## config.mk

```make
export PLATFORM = sky130hd
export DESIGN_NAME = radio_packet_dma_sequencer
export DESIGN_NICKNAME = d
export VERILOG_FILES = /design/src/rtl/rpds_pkg.sv /design/src/rtl/rpds_front.sv /design/src/rtl/rpds_queue.sv /design/src/rtl/rpds_back.sv /design/src/rtl/radio_packet_dma_sequencer.sv
export SDC_FILE = /design/constraint.sdc
export NUM_CORES = 1
export LEC_CHECK = 0
export BUFFER_PORTS_ARGS = -buffer_cell sky130_fd_sc_hd__buf_2
export CORE_MARGIN = 2
export CORE_UTILIZATION = 55
export DETAILED_ROUTE_END_ITERATION = 10
export PLACE_DENSITY_LB_ADDON = 0.25
export SKIP_CTS_REPAIR_TIMING = 1
export SLEW_MARGIN = 10
export SYNTH_ARGS = -nofsm -noshare
export SYNTH_HDL_FRONTEND = slang
export SYNTH_SLANG_ARGS = --single-unit
```

## constraint.sdc

```tcl
create_clock -name clk -period 6 [get_ports clk]
set_clock_uncertainty 0.1 [all_clocks]
set_input_delay 0.3 -clock clk [delete_from_list [all_inputs] [get_ports clk]]
set_output_delay 0.3 -clock clk [all_outputs]
set_load 0.02 [all_outputs]
```

## src/rtl/rpds_pkg.sv

```systemverilog
// rpds_pkg: shared types, codes and constants of the radio packet dma sequencer
// no dependencies; used by every rtl file of the block
package rpds_pkg;

  localparam int QUEUE_DEPTH = 2;
  localparam int MAX_RESULTS = 4;
  localparam int CountW      = $clog2(MAX_RESULTS + 1);
  localparam int SlotW       = $clog2(MAX_RESULTS);

  // commands
  localparam logic [1:0] CMD_RX_POLL  = 2'd0;
  localparam logic [1:0] CMD_TX_POLL  = 2'd1;
  localparam logic [1:0] CMD_TX_START = 2'd2;

  // radio actions
  localparam logic [2:0] ACT_NONE     = 3'd0;
  localparam logic [2:0] ACT_RD_SHORT = 3'd1;
  localparam logic [2:0] ACT_WR_SHORT = 3'd2;
  localparam logic [2:0] ACT_RD_LONG  = 3'd3;
  localparam logic [2:0] ACT_DMA_IN   = 3'd4;
  localparam logic [2:0] ACT_DMA_OUT  = 3'd5;

  // radio addresses
  localparam logic [9:0] ADDR_INTSTAT = 10'h031;
  localparam logic [9:0] ADDR_BBREG1  = 10'h039;
  localparam logic [9:0] ADDR_TXNCON  = 10'h01B;
  localparam logic [9:0] ADDR_TXSTAT  = 10'h024;
  localparam logic [9:0] ADDR_RXFIFO  = 10'h300;
  localparam logic [9:0] ADDR_TXNFIFO = 10'h000;

  localparam logic [7:0] TXN_TRIGGER = 8'b0000_0101;
  localparam logic [7:0] BB_RX_HOLD  = 8'h04;
  localparam logic [7:0] BB_RX_RUN   = 8'h00;

  localparam int INT_TX_BIT  = 0;
  localparam int INT_RX_BIT  = 3;
  localparam int TX_FAIL_BIT = 0;

  typedef enum logic [1:0] {
    TX_IDLE = 2'd0,
    TX_COPY = 2'd1,
    TX_SEND = 2'd2
  } tx_phase_t;

  typedef struct packed {
    logic [1:0] command;
    logic       bus_busy;
    logic       xfer_error;
    logic       irq_line;
    logic [7:0] int_status;
    logic [7:0] rx_length;
    logic [7:0] tx_status;
    logic       reliable;
    logic [7:0] tx_frame_length;
  } in_t;

  typedef struct packed {
    logic [2:0] action;
    logic [9:0] reg_address;
    logic [7:0] value;
    logic [8:0] xfer_count;
    logic       packet_ready;
    logic       tx_buffer_free;
    logic       tx_path_free;
    logic       tx_success;
    logic       fault;
    logic       last;
  } out_t;

  typedef struct packed {
    logic [CountW-1:0]            count;
    out_t [MAX_RESULTS-1:0]       res;
  } plan_t;

endpackage

```

## src/rtl/rpds_front.sv

```systemverilog
// rpds_front: takes requests, runs the rx/tx state machines, builds the result plan
// depends on rpds_pkg
module rpds_front (
  input  logic           clk,
  input  logic           rst_n,
  input  logic           acc,
  input  rpds_pkg::in_t  req,
  output rpds_pkg::plan_t plan
);

  rpds_pkg::tx_phase_t phase_r, phase_nxt;
  logic rx_copying_r, rx_copying_nxt;
  logic rx_pending_r, rx_pending_nxt;
  logic tx_done_r, tx_done_nxt;
  logic retry_r, retry_nxt;
  logic last_ok_r, last_ok_nxt;

  logic poll_ok, irq_tx, irq_rx, tx_fail;

  assign poll_ok = !req.bus_busy && !req.xfer_error;
  assign irq_tx  = req.irq_line && req.int_status[rpds_pkg::INT_TX_BIT];
  assign irq_rx  = req.irq_line && req.int_status[rpds_pkg::INT_RX_BIT];
  assign tx_fail = req.tx_status[rpds_pkg::TX_FAIL_BIT];

  function automatic rpds_pkg::out_t mk(input logic [2:0] act, input logic [9:0] addr,
                                        input logic [7:0] val, input logic [8:0] len);
    rpds_pkg::out_t o;
    o = '0;
    o.action      = act;
    o.reg_address = addr;
    o.value       = val;
    o.xfer_count  = len;
    return o;
  endfunction

  // next state
  always_comb begin
    phase_nxt      = phase_r;
    rx_copying_nxt = rx_copying_r;
    rx_pending_nxt = rx_pending_r;
    tx_done_nxt    = tx_done_r;
    retry_nxt      = retry_r;
    last_ok_nxt    = last_ok_r;
    case (req.command)
      rpds_pkg::CMD_TX_START: begin
        retry_nxt = req.reliable;
        phase_nxt = rpds_pkg::TX_COPY;
      end
      rpds_pkg::CMD_RX_POLL: begin
        if (poll_ok) begin
          if (!rx_copying_r) begin
            tx_done_nxt = tx_done_r || irq_tx;
            if (rx_pending_r || irq_rx) begin
              rx_pending_nxt = 1'b0;
              rx_copying_nxt = 1'b1;
            end
          end else begin
            rx_copying_nxt = 1'b0;
          end
        end
      end
      rpds_pkg::CMD_TX_POLL: begin
        if (poll_ok) begin
          case (phase_r)
            rpds_pkg::TX_COPY: phase_nxt = rpds_pkg::TX_SEND;
            rpds_pkg::TX_SEND: begin
              rx_pending_nxt = rx_pending_r || irq_rx;
              if (tx_done_r || irq_tx) begin
                tx_done_nxt = 1'b0;
                if (!(tx_fail && retry_r)) begin
                  phase_nxt   = rpds_pkg::TX_IDLE;
                  last_ok_nxt = !tx_fail;
                end
              end
            end
            default: ;
          endcase
        end
      end
      default: ;
    endcase
  end

  // result plan
  always_comb begin
    logic [rpds_pkg::CountW-1:0] cnt;
    logic [rpds_pkg::SlotW-1:0]  lst;
    logic                        ready;
    plan = '0;
    cnt  = '0;
    ready = 1'b0;
    case (req.command)
      rpds_pkg::CMD_TX_START: begin
        plan.res[0] = mk(rpds_pkg::ACT_DMA_OUT, rpds_pkg::ADDR_TXNFIFO, 8'h00,
                         {1'b0, req.tx_frame_length} + 9'd2);
        cnt = rpds_pkg::CountW'(1);
      end
      rpds_pkg::CMD_RX_POLL: begin
        if (poll_ok) begin
          if (!rx_copying_r) begin
            if (req.irq_line) begin
              plan.res[0] = mk(rpds_pkg::ACT_RD_SHORT, rpds_pkg::ADDR_INTSTAT, 8'h00, 9'd0);
              cnt = rpds_pkg::CountW'(1);
            end
            if (rx_pending_r || irq_rx) begin
              plan.res[cnt[rpds_pkg::SlotW-1:0]] =
                mk(rpds_pkg::ACT_WR_SHORT, rpds_pkg::ADDR_BBREG1, rpds_pkg::BB_RX_HOLD, 9'd0);
              plan.res[cnt[rpds_pkg::SlotW-1:0] + rpds_pkg::SlotW'(1)] =
                mk(rpds_pkg::ACT_RD_LONG, rpds_pkg::ADDR_RXFIFO, req.rx_length, 9'd0);
              plan.res[cnt[rpds_pkg::SlotW-1:0] + rpds_pkg::SlotW'(2)] =
                mk(rpds_pkg::ACT_DMA_IN, rpds_pkg::ADDR_RXFIFO + 10'd1, 8'h00,
                   {1'b0, req.rx_length});
              cnt = cnt + rpds_pkg::CountW'(3);
            end
          end else begin
            plan.res[0] = mk(rpds_pkg::ACT_WR_SHORT, rpds_pkg::ADDR_BBREG1,
                             rpds_pkg::BB_RX_RUN, 9'd0);
            cnt   = rpds_pkg::CountW'(1);
            ready = 1'b1;
          end
        end
      end
      rpds_pkg::CMD_TX_POLL: begin
        if (poll_ok) begin
          case (phase_r)
            rpds_pkg::TX_COPY: begin
              plan.res[0] = mk(rpds_pkg::ACT_WR_SHORT, rpds_pkg::ADDR_TXNCON,
                               rpds_pkg::TXN_TRIGGER, 9'd0);
              cnt = rpds_pkg::CountW'(1);
            end
            rpds_pkg::TX_SEND: begin
              if (req.irq_line) begin
                plan.res[0] = mk(rpds_pkg::ACT_RD_SHORT, rpds_pkg::ADDR_INTSTAT, 8'h00, 9'd0);
                cnt = rpds_pkg::CountW'(1);
              end
              if (tx_done_r || irq_tx) begin
                plan.res[cnt[rpds_pkg::SlotW-1:0]] =
                  mk(rpds_pkg::ACT_RD_SHORT, rpds_pkg::ADDR_TXSTAT, 8'h00, 9'd0);
                cnt = cnt + rpds_pkg::CountW'(1);
                if (tx_fail && retry_r) begin
                  plan.res[cnt[rpds_pkg::SlotW-1:0]] =
                    mk(rpds_pkg::ACT_WR_SHORT, rpds_pkg::ADDR_TXNCON,
                       rpds_pkg::TXN_TRIGGER, 9'd0);
                  cnt = cnt + rpds_pkg::CountW'(1);
                end
              end
            end
            default: ;
          endcase
        end
      end
      default: ;
    endcase
    // no action: one empty result carries the status
    if (cnt == '0) begin
      cnt = rpds_pkg::CountW'(1);
    end
    lst = rpds_pkg::SlotW'(cnt - rpds_pkg::CountW'(1));
    plan.count                   = cnt;
    plan.res[lst].packet_ready   = ready;
    plan.res[lst].tx_buffer_free = (phase_nxt != rpds_pkg::TX_COPY);
    plan.res[lst].tx_path_free   = (phase_nxt != rpds_pkg::TX_COPY) &&
                                   (phase_nxt != rpds_pkg::TX_SEND) && !req.bus_busy;
    plan.res[lst].tx_success     = last_ok_nxt;
    plan.res[lst].fault          = (req.command == rpds_pkg::CMD_RX_POLL ||
                                    req.command == rpds_pkg::CMD_TX_POLL) &&
                                   !req.bus_busy && req.xfer_error;
    plan.res[lst].last           = 1'b1;
  end

  always_ff @(posedge clk) begin
    if (!rst_n) begin
      phase_r      <= rpds_pkg::TX_IDLE;
      rx_copying_r <= 1'b0;
      rx_pending_r <= 1'b0;
      tx_done_r    <= 1'b0;
      retry_r      <= 1'b0;
      last_ok_r    <= 1'b0;
    end else if (acc) begin
      phase_r      <= phase_nxt;
      rx_copying_r <= rx_copying_nxt;
      rx_pending_r <= rx_pending_nxt;
      tx_done_r    <= tx_done_nxt;
      retry_r      <= retry_nxt;
      last_ok_r    <= last_ok_nxt;
    end
  end

endmodule

```

## src/rtl/rpds_queue.sv

```systemverilog
// rpds_queue: short plan queue between front and back, flop storage
// depends on rpds_pkg
module rpds_queue #(
  parameter int Depth = rpds_pkg::QUEUE_DEPTH
) (
  input  logic            clk,
  input  logic            rst_n,
  input  logic            wr_en,
  input  rpds_pkg::plan_t wr_data,
  output logic            full,
  input  logic            rd_en,
  output rpds_pkg::plan_t rd_data,
  output logic            empty
);

  localparam int AW = (Depth > 1) ? $clog2(Depth) : 1;
  localparam int CW = $clog2(Depth + 1);

  rpds_pkg::plan_t  mem_r [Depth];
  logic [AW-1:0]    wr_ptr_r, wr_ptr_nxt;
  logic [AW-1:0]    rd_ptr_r, rd_ptr_nxt;
  logic [CW-1:0]    count_r, count_nxt;
  logic             do_wr, do_rd;

  assign full    = (count_r == CW'(Depth));
  assign empty   = (count_r == '0);
  assign do_wr   = wr_en && !full;
  assign do_rd   = rd_en && !empty;
  assign rd_data = mem_r[rd_ptr_r];

  always_comb begin
    wr_ptr_nxt = wr_ptr_r;
    rd_ptr_nxt = rd_ptr_r;
    count_nxt  = count_r;
    if (do_wr) begin
      wr_ptr_nxt = (wr_ptr_r == AW'(Depth - 1)) ? '0 : wr_ptr_r + AW'(1);
    end
    if (do_rd) begin
      rd_ptr_nxt = (rd_ptr_r == AW'(Depth - 1)) ? '0 : rd_ptr_r + AW'(1);
    end
    if (do_wr && !do_rd) begin
      count_nxt = count_r + CW'(1);
    end else if (do_rd && !do_wr) begin
      count_nxt = count_r - CW'(1);
    end
  end

  always_ff @(posedge clk) begin
    if (!rst_n) begin
      wr_ptr_r <= '0;
      rd_ptr_r <= '0;
      count_r  <= '0;
    end else begin
      wr_ptr_r <= wr_ptr_nxt;
      rd_ptr_r <= rd_ptr_nxt;
      count_r  <= count_nxt;
    end
  end

  always_ff @(posedge clk) begin
    if (do_wr) begin
      mem_r[wr_ptr_r] <= wr_data;
    end
  end

endmodule

```

## src/rtl/rpds_back.sv

```systemverilog
// rpds_back: steps the queued plan into the output register, one action a cycle
// while that register is empty or being popped; depends on rpds_pkg
module rpds_back (
  input  logic            clk,
  input  logic            rst_n,
  input  rpds_pkg::plan_t head,
  input  logic            q_empty,
  output logic            q_pop,
  output rpds_pkg::out_t  out_item,
  output logic            out_empty,
  input  logic            out_pop
);

  logic [rpds_pkg::SlotW-1:0] idx_r, idx_nxt;
  logic                       valid_r, valid_nxt;
  rpds_pkg::out_t             out_r;
  logic                       load, last_slot;

  assign load      = !q_empty && (!valid_r || out_pop);
  assign last_slot = ({1'b0, idx_r} == rpds_pkg::CountW'(head.count - rpds_pkg::CountW'(1)));
  assign q_pop     = load && last_slot;
  assign out_item  = out_r;
  assign out_empty = !valid_r;

  always_comb begin
    idx_nxt   = idx_r;
    valid_nxt = valid_r;
    if (load) begin
      valid_nxt = 1'b1;
      idx_nxt   = last_slot ? '0 : idx_r + rpds_pkg::SlotW'(1);
    end else if (out_pop) begin
      valid_nxt = 1'b0;
    end
  end

  always_ff @(posedge clk) begin
    if (!rst_n) begin
      idx_r   <= '0;
      valid_r <= 1'b0;
    end else begin
      idx_r   <= idx_nxt;
      valid_r <= valid_nxt;
    end
  end

  always_ff @(posedge clk) begin
    if (load) begin
      out_r <= head.res[idx_r];
    end
  end

endmodule

```

## src/rtl/radio_packet_dma_sequencer.sv

```systemverilog
// radio_packet_dma_sequencer: top level, front classifier, plan queue, action back end
// depends on rpds_pkg, rpds_front, rpds_queue, rpds_back
//
//   channel | ports                          | accepted when
//   request | in_item, in_push, in_full      | in_push && !in_full
//   result  | out_item, out_empty, out_pop   | out_pop && !out_empty
//
// a request is classified and its state updated in the cycle it is taken
// one to four results leave per request, one per cycle while out_pop takes them, set by the back end stepper
// a new request is taken every cycle while the plan queue has room
// results stall on out_pop without blocking the front until the queue fills
// rst_n is synchronous, active low; the first request is taken the cycle after release
module radio_packet_dma_sequencer #(
  parameter int QUEUE_DEPTH = rpds_pkg::QUEUE_DEPTH
) (
  input  logic           clk,
  input  logic           rst_n,
  input  rpds_pkg::in_t  in_item,
  input  logic           in_push,
  output logic           in_full,
  output rpds_pkg::out_t out_item,
  output logic           out_empty,
  input  logic           out_pop
);

  rpds_pkg::plan_t plan, head;
  logic            acc, q_empty, q_pop;

  assign acc = in_push && !in_full;

  rpds_front u_front (
    .clk   (clk),
    .rst_n (rst_n),
    .acc   (acc),
    .req   (in_item),
    .plan  (plan)
  );

  rpds_queue #(
    .Depth (QUEUE_DEPTH)
  ) u_queue (
    .clk     (clk),
    .rst_n   (rst_n),
    .wr_en   (acc),
    .wr_data (plan),
    .full    (in_full),
    .rd_en   (q_pop),
    .rd_data (head),
    .empty   (q_empty)
  );

  rpds_back u_back (
    .clk       (clk),
    .rst_n     (rst_n),
    .head      (head),
    .q_empty   (q_empty),
    .q_pop     (q_pop),
    .out_item  (out_item),
    .out_empty (out_empty),
    .out_pop   (out_pop)
  );

endmodule

```

After elaboration in Yosys (flattened, before gate mapping)

Memory sizes are Yosys's and may differ from the RTL's. A register that Yosys moved wholly into a read port is not among the register bits.
Index checks and enable logic that the tools add are counted.

Mux-type cells: 104
Shift-type cells: 0
Reductions and logical operators: 43
Div/mod/pow operators: 0
Add/sub/neg operators: 13
$mul: 0
Bitwise logic cells: 9
Eq/ne operators: 14
Order comparisons: 13

Operator list:

| cell                                                       | count |
|---|---|
| bitwise mux 144 bit                                        | 8 |
| demux 36 bit (select 2 bit)                                | 11 |
| two-way mux 144 bit                                        | 5 |
| two-way mux 36 bit                                         | 13 |
| two-way mux 108 bit                                        | 2 |
| case mux 108 bit (2 select lines)                          | 1 |
| AND 33 x 132 -> 132 bit                                    | 1 |
| NOT 132 bit                                                | 1 |
| AND 30 x 120 -> 120 bit                                    | 1 |
| NOT 120 bit                                                | 1 |
| AND 116 bit                                                | 1 |
| NOT 116 bit                                                | 1 |
| case mux 36 bit (3 select lines)                           | 1 |
| binary-select mux 36 bit (select 2 bit)                    | 1 |
| case mux 36 bit (2 select lines)                           | 1 |
| two-way mux 3 bit                                          | 14 |
| two-way mux 34 bit                                         | 1 |
| two-way mux 1 bit                                          | 30 |
| OR 28 bit                                                  | 1 |
| OR 6 x 24 -> 24 bit                                        | 1 |
| logical AND 1 bit                                          | 21 |
| less-than comparator 2 x 3 -> 1 bit, second input constant | 7 |
| two-way mux 2 bit                                          | 7 |
| AND reduction 7 bit                                        | 2 |
| 29 further kinds                                           | 63 |

Word-level logic and storage cells: 218
Bits in latches: 0
Memories kept: 1
Bits in registers: 50
Output and inout bits: 38
Bits of input ports: 42
RAM bits: 294
Memory bits (read-only): 0

Memory list:

| memory        | words | bits a word | read ports | clocked after Yosys merged registers in | write ports | RTL line         | RTL |
|---|---|---|---|---|---|---|---|
| u_queue.mem_r | 2     | 147         | 1          | 1                                       | 1           | rpds_queue.sv:19 | `rpds_pkg::plan_t mem_r [Depth];` |

Logic depth before layout (Yosys ltp)

Depth in word-level cells: 24
Gate-level depth with buffers: 14

By module

A second synthesis with hierarchy kept.

Cell total of the unflattened synthesis: 884
Area, all modules: 15024.4 µm²

Modules (own cells, without submodules):

| module                     | times used | area each (µm²) | cells each |
|---|---|---|---|
| rpds_queue                 | 1          | 10884.2         | 482 |
| rpds_back                  | 1          | 2172.1          | 106 |
| rpds_front                 | 1          | 1954.4          | 295 |
| radio_packet_dma_sequencer | 1          | 13.8            | 1 |

Worst setup path after synthesis

Ideal clock, no wire load.

Kind: reg2reg
Start point: register u_queue.count_r[0]
End point: memory u_queue.mem_r[0][0] (netlist bit), enable pin
Setup slack: 1439 ps
Buffers on the path: 0
Arrival: 3950 ps
Stages on the path, launching flop included: 4
Setup time: 511 ps
Path through: dfxtp_1 > nand2b_1 > nand2_1 > nor2_1

Word-level cells in the longest chain between the ends: 6

Ends and longest elaborated chain:

| element                                     | RTL line                                           | RTL |
|---|---|---|
| start, declared                             | rpds_queue.sv:22                                   | `logic [CW-1:0] count_r, count_nxt;` |
| start signal, assigned                      | rpds_queue.sv:56                                   | `count_r <= count_nxt;` |
| equality test 2 bit (*)                     | rpds_queue.sv:25                                   | `assign full = (count_r == CW'(Depth));` |
| logical NOT 1 bit (*)                       | rpds_queue.sv:27, radio_packet_dma_sequencer.sv:29 |  |
| logical AND 1 bit                           | radio_packet_dma_sequencer.sv:29                   | `assign acc = in_push && !in_full;` |
| logical AND 1 bit (*)                       | rpds_queue.sv:27                                   | `assign do_wr = wr_en && !full;` |
| two-way mux 1 bit (*)                       | rpds_queue.sv:61                                   | `if (do_wr) begin` |
| two-way mux 1 bit (not written as such) (*) | rpds_queue.sv:62                                   | `mem_r[wr_ptr_r] <= wr_data;` |
| end, declared                               | rpds_queue.sv:19                                   |  |

Mark *: on every way between the ends. The rest lies on a longest branch, timed or not.

==> flow_summary_export.csv <==
group,metric,value,unit
logic_synthesis,yosys_register_bits,200,
worst_hold_path,hold_path_depth,3,
finish,seq_area,0.00586,mm^2
clock_tree,root_buffer,"clkbuf_16",
grt,grt_pass1_wl,26.9,mm
route,dr.max_layer_used,"met4",
finish,final_nets,735,
grt,antenna_found_initial,0,
sta,setup_viol,0,
worst_setup_path,cp-end-kind,"flop",
logic_synthesis,synth-edff-count,185,
placed_design,hpwl,10.7,mm
sta,setup_ws,2670,ps
placed_design,dpl_cell_area,0.00915,mm^2
logic_synthesis,synthArstFlopShare,0,%
logic_synthesis,synth_area_leader_cell,"edfxtp_1",
finish,multi_input_area,0.00257,mm^2
finish,final_cell_mix,"edfxtp_1, nand2_1, buf_2",
logic_synthesis,yosys_warnings,0,
worst_setup_path,r2r_slack,2670,ps
sta,max_slew_margin,28.2,%
sta,rsz0062_at_grt,"no",
placed_design,dp_cells,865,
floorplanning,num_rows,45,
grt,grt_max_degree,77,
sta,fin_tns_setup,0,ps
sta,finalHoldWorstSlack,19.0,ps
floorplanning,coreArea,0.0153,mm^2
route,drtAntennaViolNets,0,
grt,grt_usage,22.0,%
route,wl_met2,8.90,mm
logic_synthesis,synthCells,606,
sta,fin_crit,3330,ps
floorplanning,die_y,129,um
logic_synthesis,yosysUniqueCellTypes,55,
logic_synthesis,synth_top_cell_area_share,64.4,%
route,via_per_inst,5.79,
power,powerDensity,451,mW/mm^2
clock_tree,clk_latency,440,ps
placed_design,pre_cts_slack,2630,ps
power,p_leak,0.00355,uW
sta,fmax,301,MHz
sta,fin_crit_sh,55.4,%
logic_synthesis,syn_area,0.00862,mm^2
route,wirelength,17.3,mm
worst_setup_path,critical_path.max_fanout,58,
clock_tree,cts-htree-levels,4,
floorplanning,initial_core_util,56.5,%
finish,mostFrequentLayoutCell,"edfxtp_1",
outcome,status,"finished, final reports clean",
floorplanning,io_pins,80,
finish,n_fill_cell,1110,
worst_setup_path,cp.arrival,3590,ps
worst_setup_path,crit_required,6270,ps
clock_tree,cts_tree,"yes",
power,ir_drop,0.304,mV
route,wl_per_cell,19.3,um
logic_synthesis,synth.avg_cell_area,14.2,um^2
logic_synthesis,ys_seq_area_share,67.9,%
finish,design_area,0.00980,mm^2
worst_hold_path,holdPathEnd,"u_front.retry_r",
grt,grt_pass1_vias,5176,
worst_setup_path,r2r_cells,9,
worst_setup_path,worst_setup_path_start_kind,"flop",
placed_design,io_buffers,64,
route,dr.first_iter.drc_count,551,
route,drc_errors,0,
clock_tree,cts_buffers,17,
worst_setup_path,path_class,"flop to flop",
worst_hold_path,hold_path.startpoint,"in_item[8]",
clock_tree,cts.sinks,200,
grt,grt_overflow,0,
route,first_pass_iters,6,
clock_tree,clkTransAtPathRegs,70,ps
route,met1_length,7.15,mm
sta,tightest_slew,1080,ps
clock_tree,cts_max_path_buffers,2,
sta,drv_slew,0,
route,route.met3.wl,930,um
placed_design,gp_congestion,0.882,
route,vias,5197,
logic_synthesis,ys.flop_type,"edfxtp_1",
logic_synthesis,ys_top_cells_by_area,"edfxtp_1, mux4_2, mux2i_1, dfxtp_1, nand2_1",
finish,n_antenna_cell,0,
worst_setup_path,reg2reg_to,"u_queue.count_r[1]",
worst_hold_path,hp-class,"input port to flop",
finish,area_growth,13.7,%
sta,hold_viol,0,
floorplanning,dieArea,0.0167,mm^2
flow_run,cap_violations,0,
finish,drive_gt1_share,19.7,%
finish,finalNonFillerCells,897,
floorplanning,die_w,129,um
## stage by stage
step / util [%] / power (uW)
2_1_floorplan: - / 2860
3_3_place_gp: 59.9 / 3170
3_5_place_dp: 59.9 / 3200
4_1_cts: 64.2 / 4460
5_1_grt: 64.2 / 4620
6_report: 64.2 / 4420
## worst max-delay path: stages, from the launching register on
cell	delay, ps
dfxtp_4	1050
mux2i_1	380
ha_1	290
xor2_1	120
and4_1	410
inv_1	80
ha_1	210
xor2_1	160
or3_1	310
a21oi_1	130
## worst max-delay path by stage
stage	slack [ps]	cells past startpoint	start	endpoint
after floorplan	1440	3	u_queue.count_r[0]	u_queue.mem_r[0][0]
after global placement	2700	8	flop	u_queue.count_r[1]
after detailed placement	2630	9	flop	u_queue.count_r[1]
after CTS	2600	9	flop	u_queue.count_r[1]
after global routing	2440	9	flop	u_queue.count_r[1]
final	2670	9	flop	u_queue.count_r[1]
## cells by family after synthesis
kind of cell / after synthesis / share of synthesized area, %
buffers and inverters: 55 / 2.80
flip-flops: 200 / 67.9
adder cells (fa/ha/maj): 20 / 2.90
AO/OA/AOI/OAI: 81 / 6.20
multiplexers: 61 / 9.77
AND/OR/NAND/NOR: 178 / 9.35
XOR/XNOR: 10 / 1.02
other: 1 / 0.0435
## layer usage
layer,GRT usage (%),up-vias
li1,-,2381
met1,27.6,2577
met4,8.76,0
met3,4.34,35
met5,0,-
met2,37.8,204
## cell type report
cell class / count / share of cell area, %
clock buffers: 18 / 4.38
clock inverters: 14 / 2.31
inverters: 26 / 0.996
multi-input cells: 360 / 26.3
flip-flops and latches: 200 / 59.8
well taps: 211 / 2.69
repair buffers: 68 / 3.57
## synthesized netlist by cell type, drive strengths merged, types with 4 or more instances
cell type / n
edfxtp: 185
nand2: 77
nor2: 43
mux2i: 38
inv: 23
o21ai: 23
ha: 20
mux4: 18
a21oi: 17
buf: 17
nor3: 17
dfxtp: 15
clkbuf: 12
nand3: 12
o22ai: 7
or3: 7
a31o: 6
xor2: 6
mux2: 5
nand2b: 5
nor2b: 4
xnor2: 4
## flip-flops by register name, summed over array words and instances (netlist names), 2 cells and up, named ones only
| register | count |
|---|---|
| u_queue.mem_r | 152 |
| u_queue.count_r | 2 |
| u_back.idx_r | 2 |
| u_back.out_item | 33 |
| u_front.phase_r | 2 |
## power by group
group	switching [uW]	internal [uW]	total (uW)
registers	184	1920	2110
logic	641	412	1050
clock network	488	777	1270
total	1310	3110	4420
Note: power is estimated with default switching activity, not from simulation.
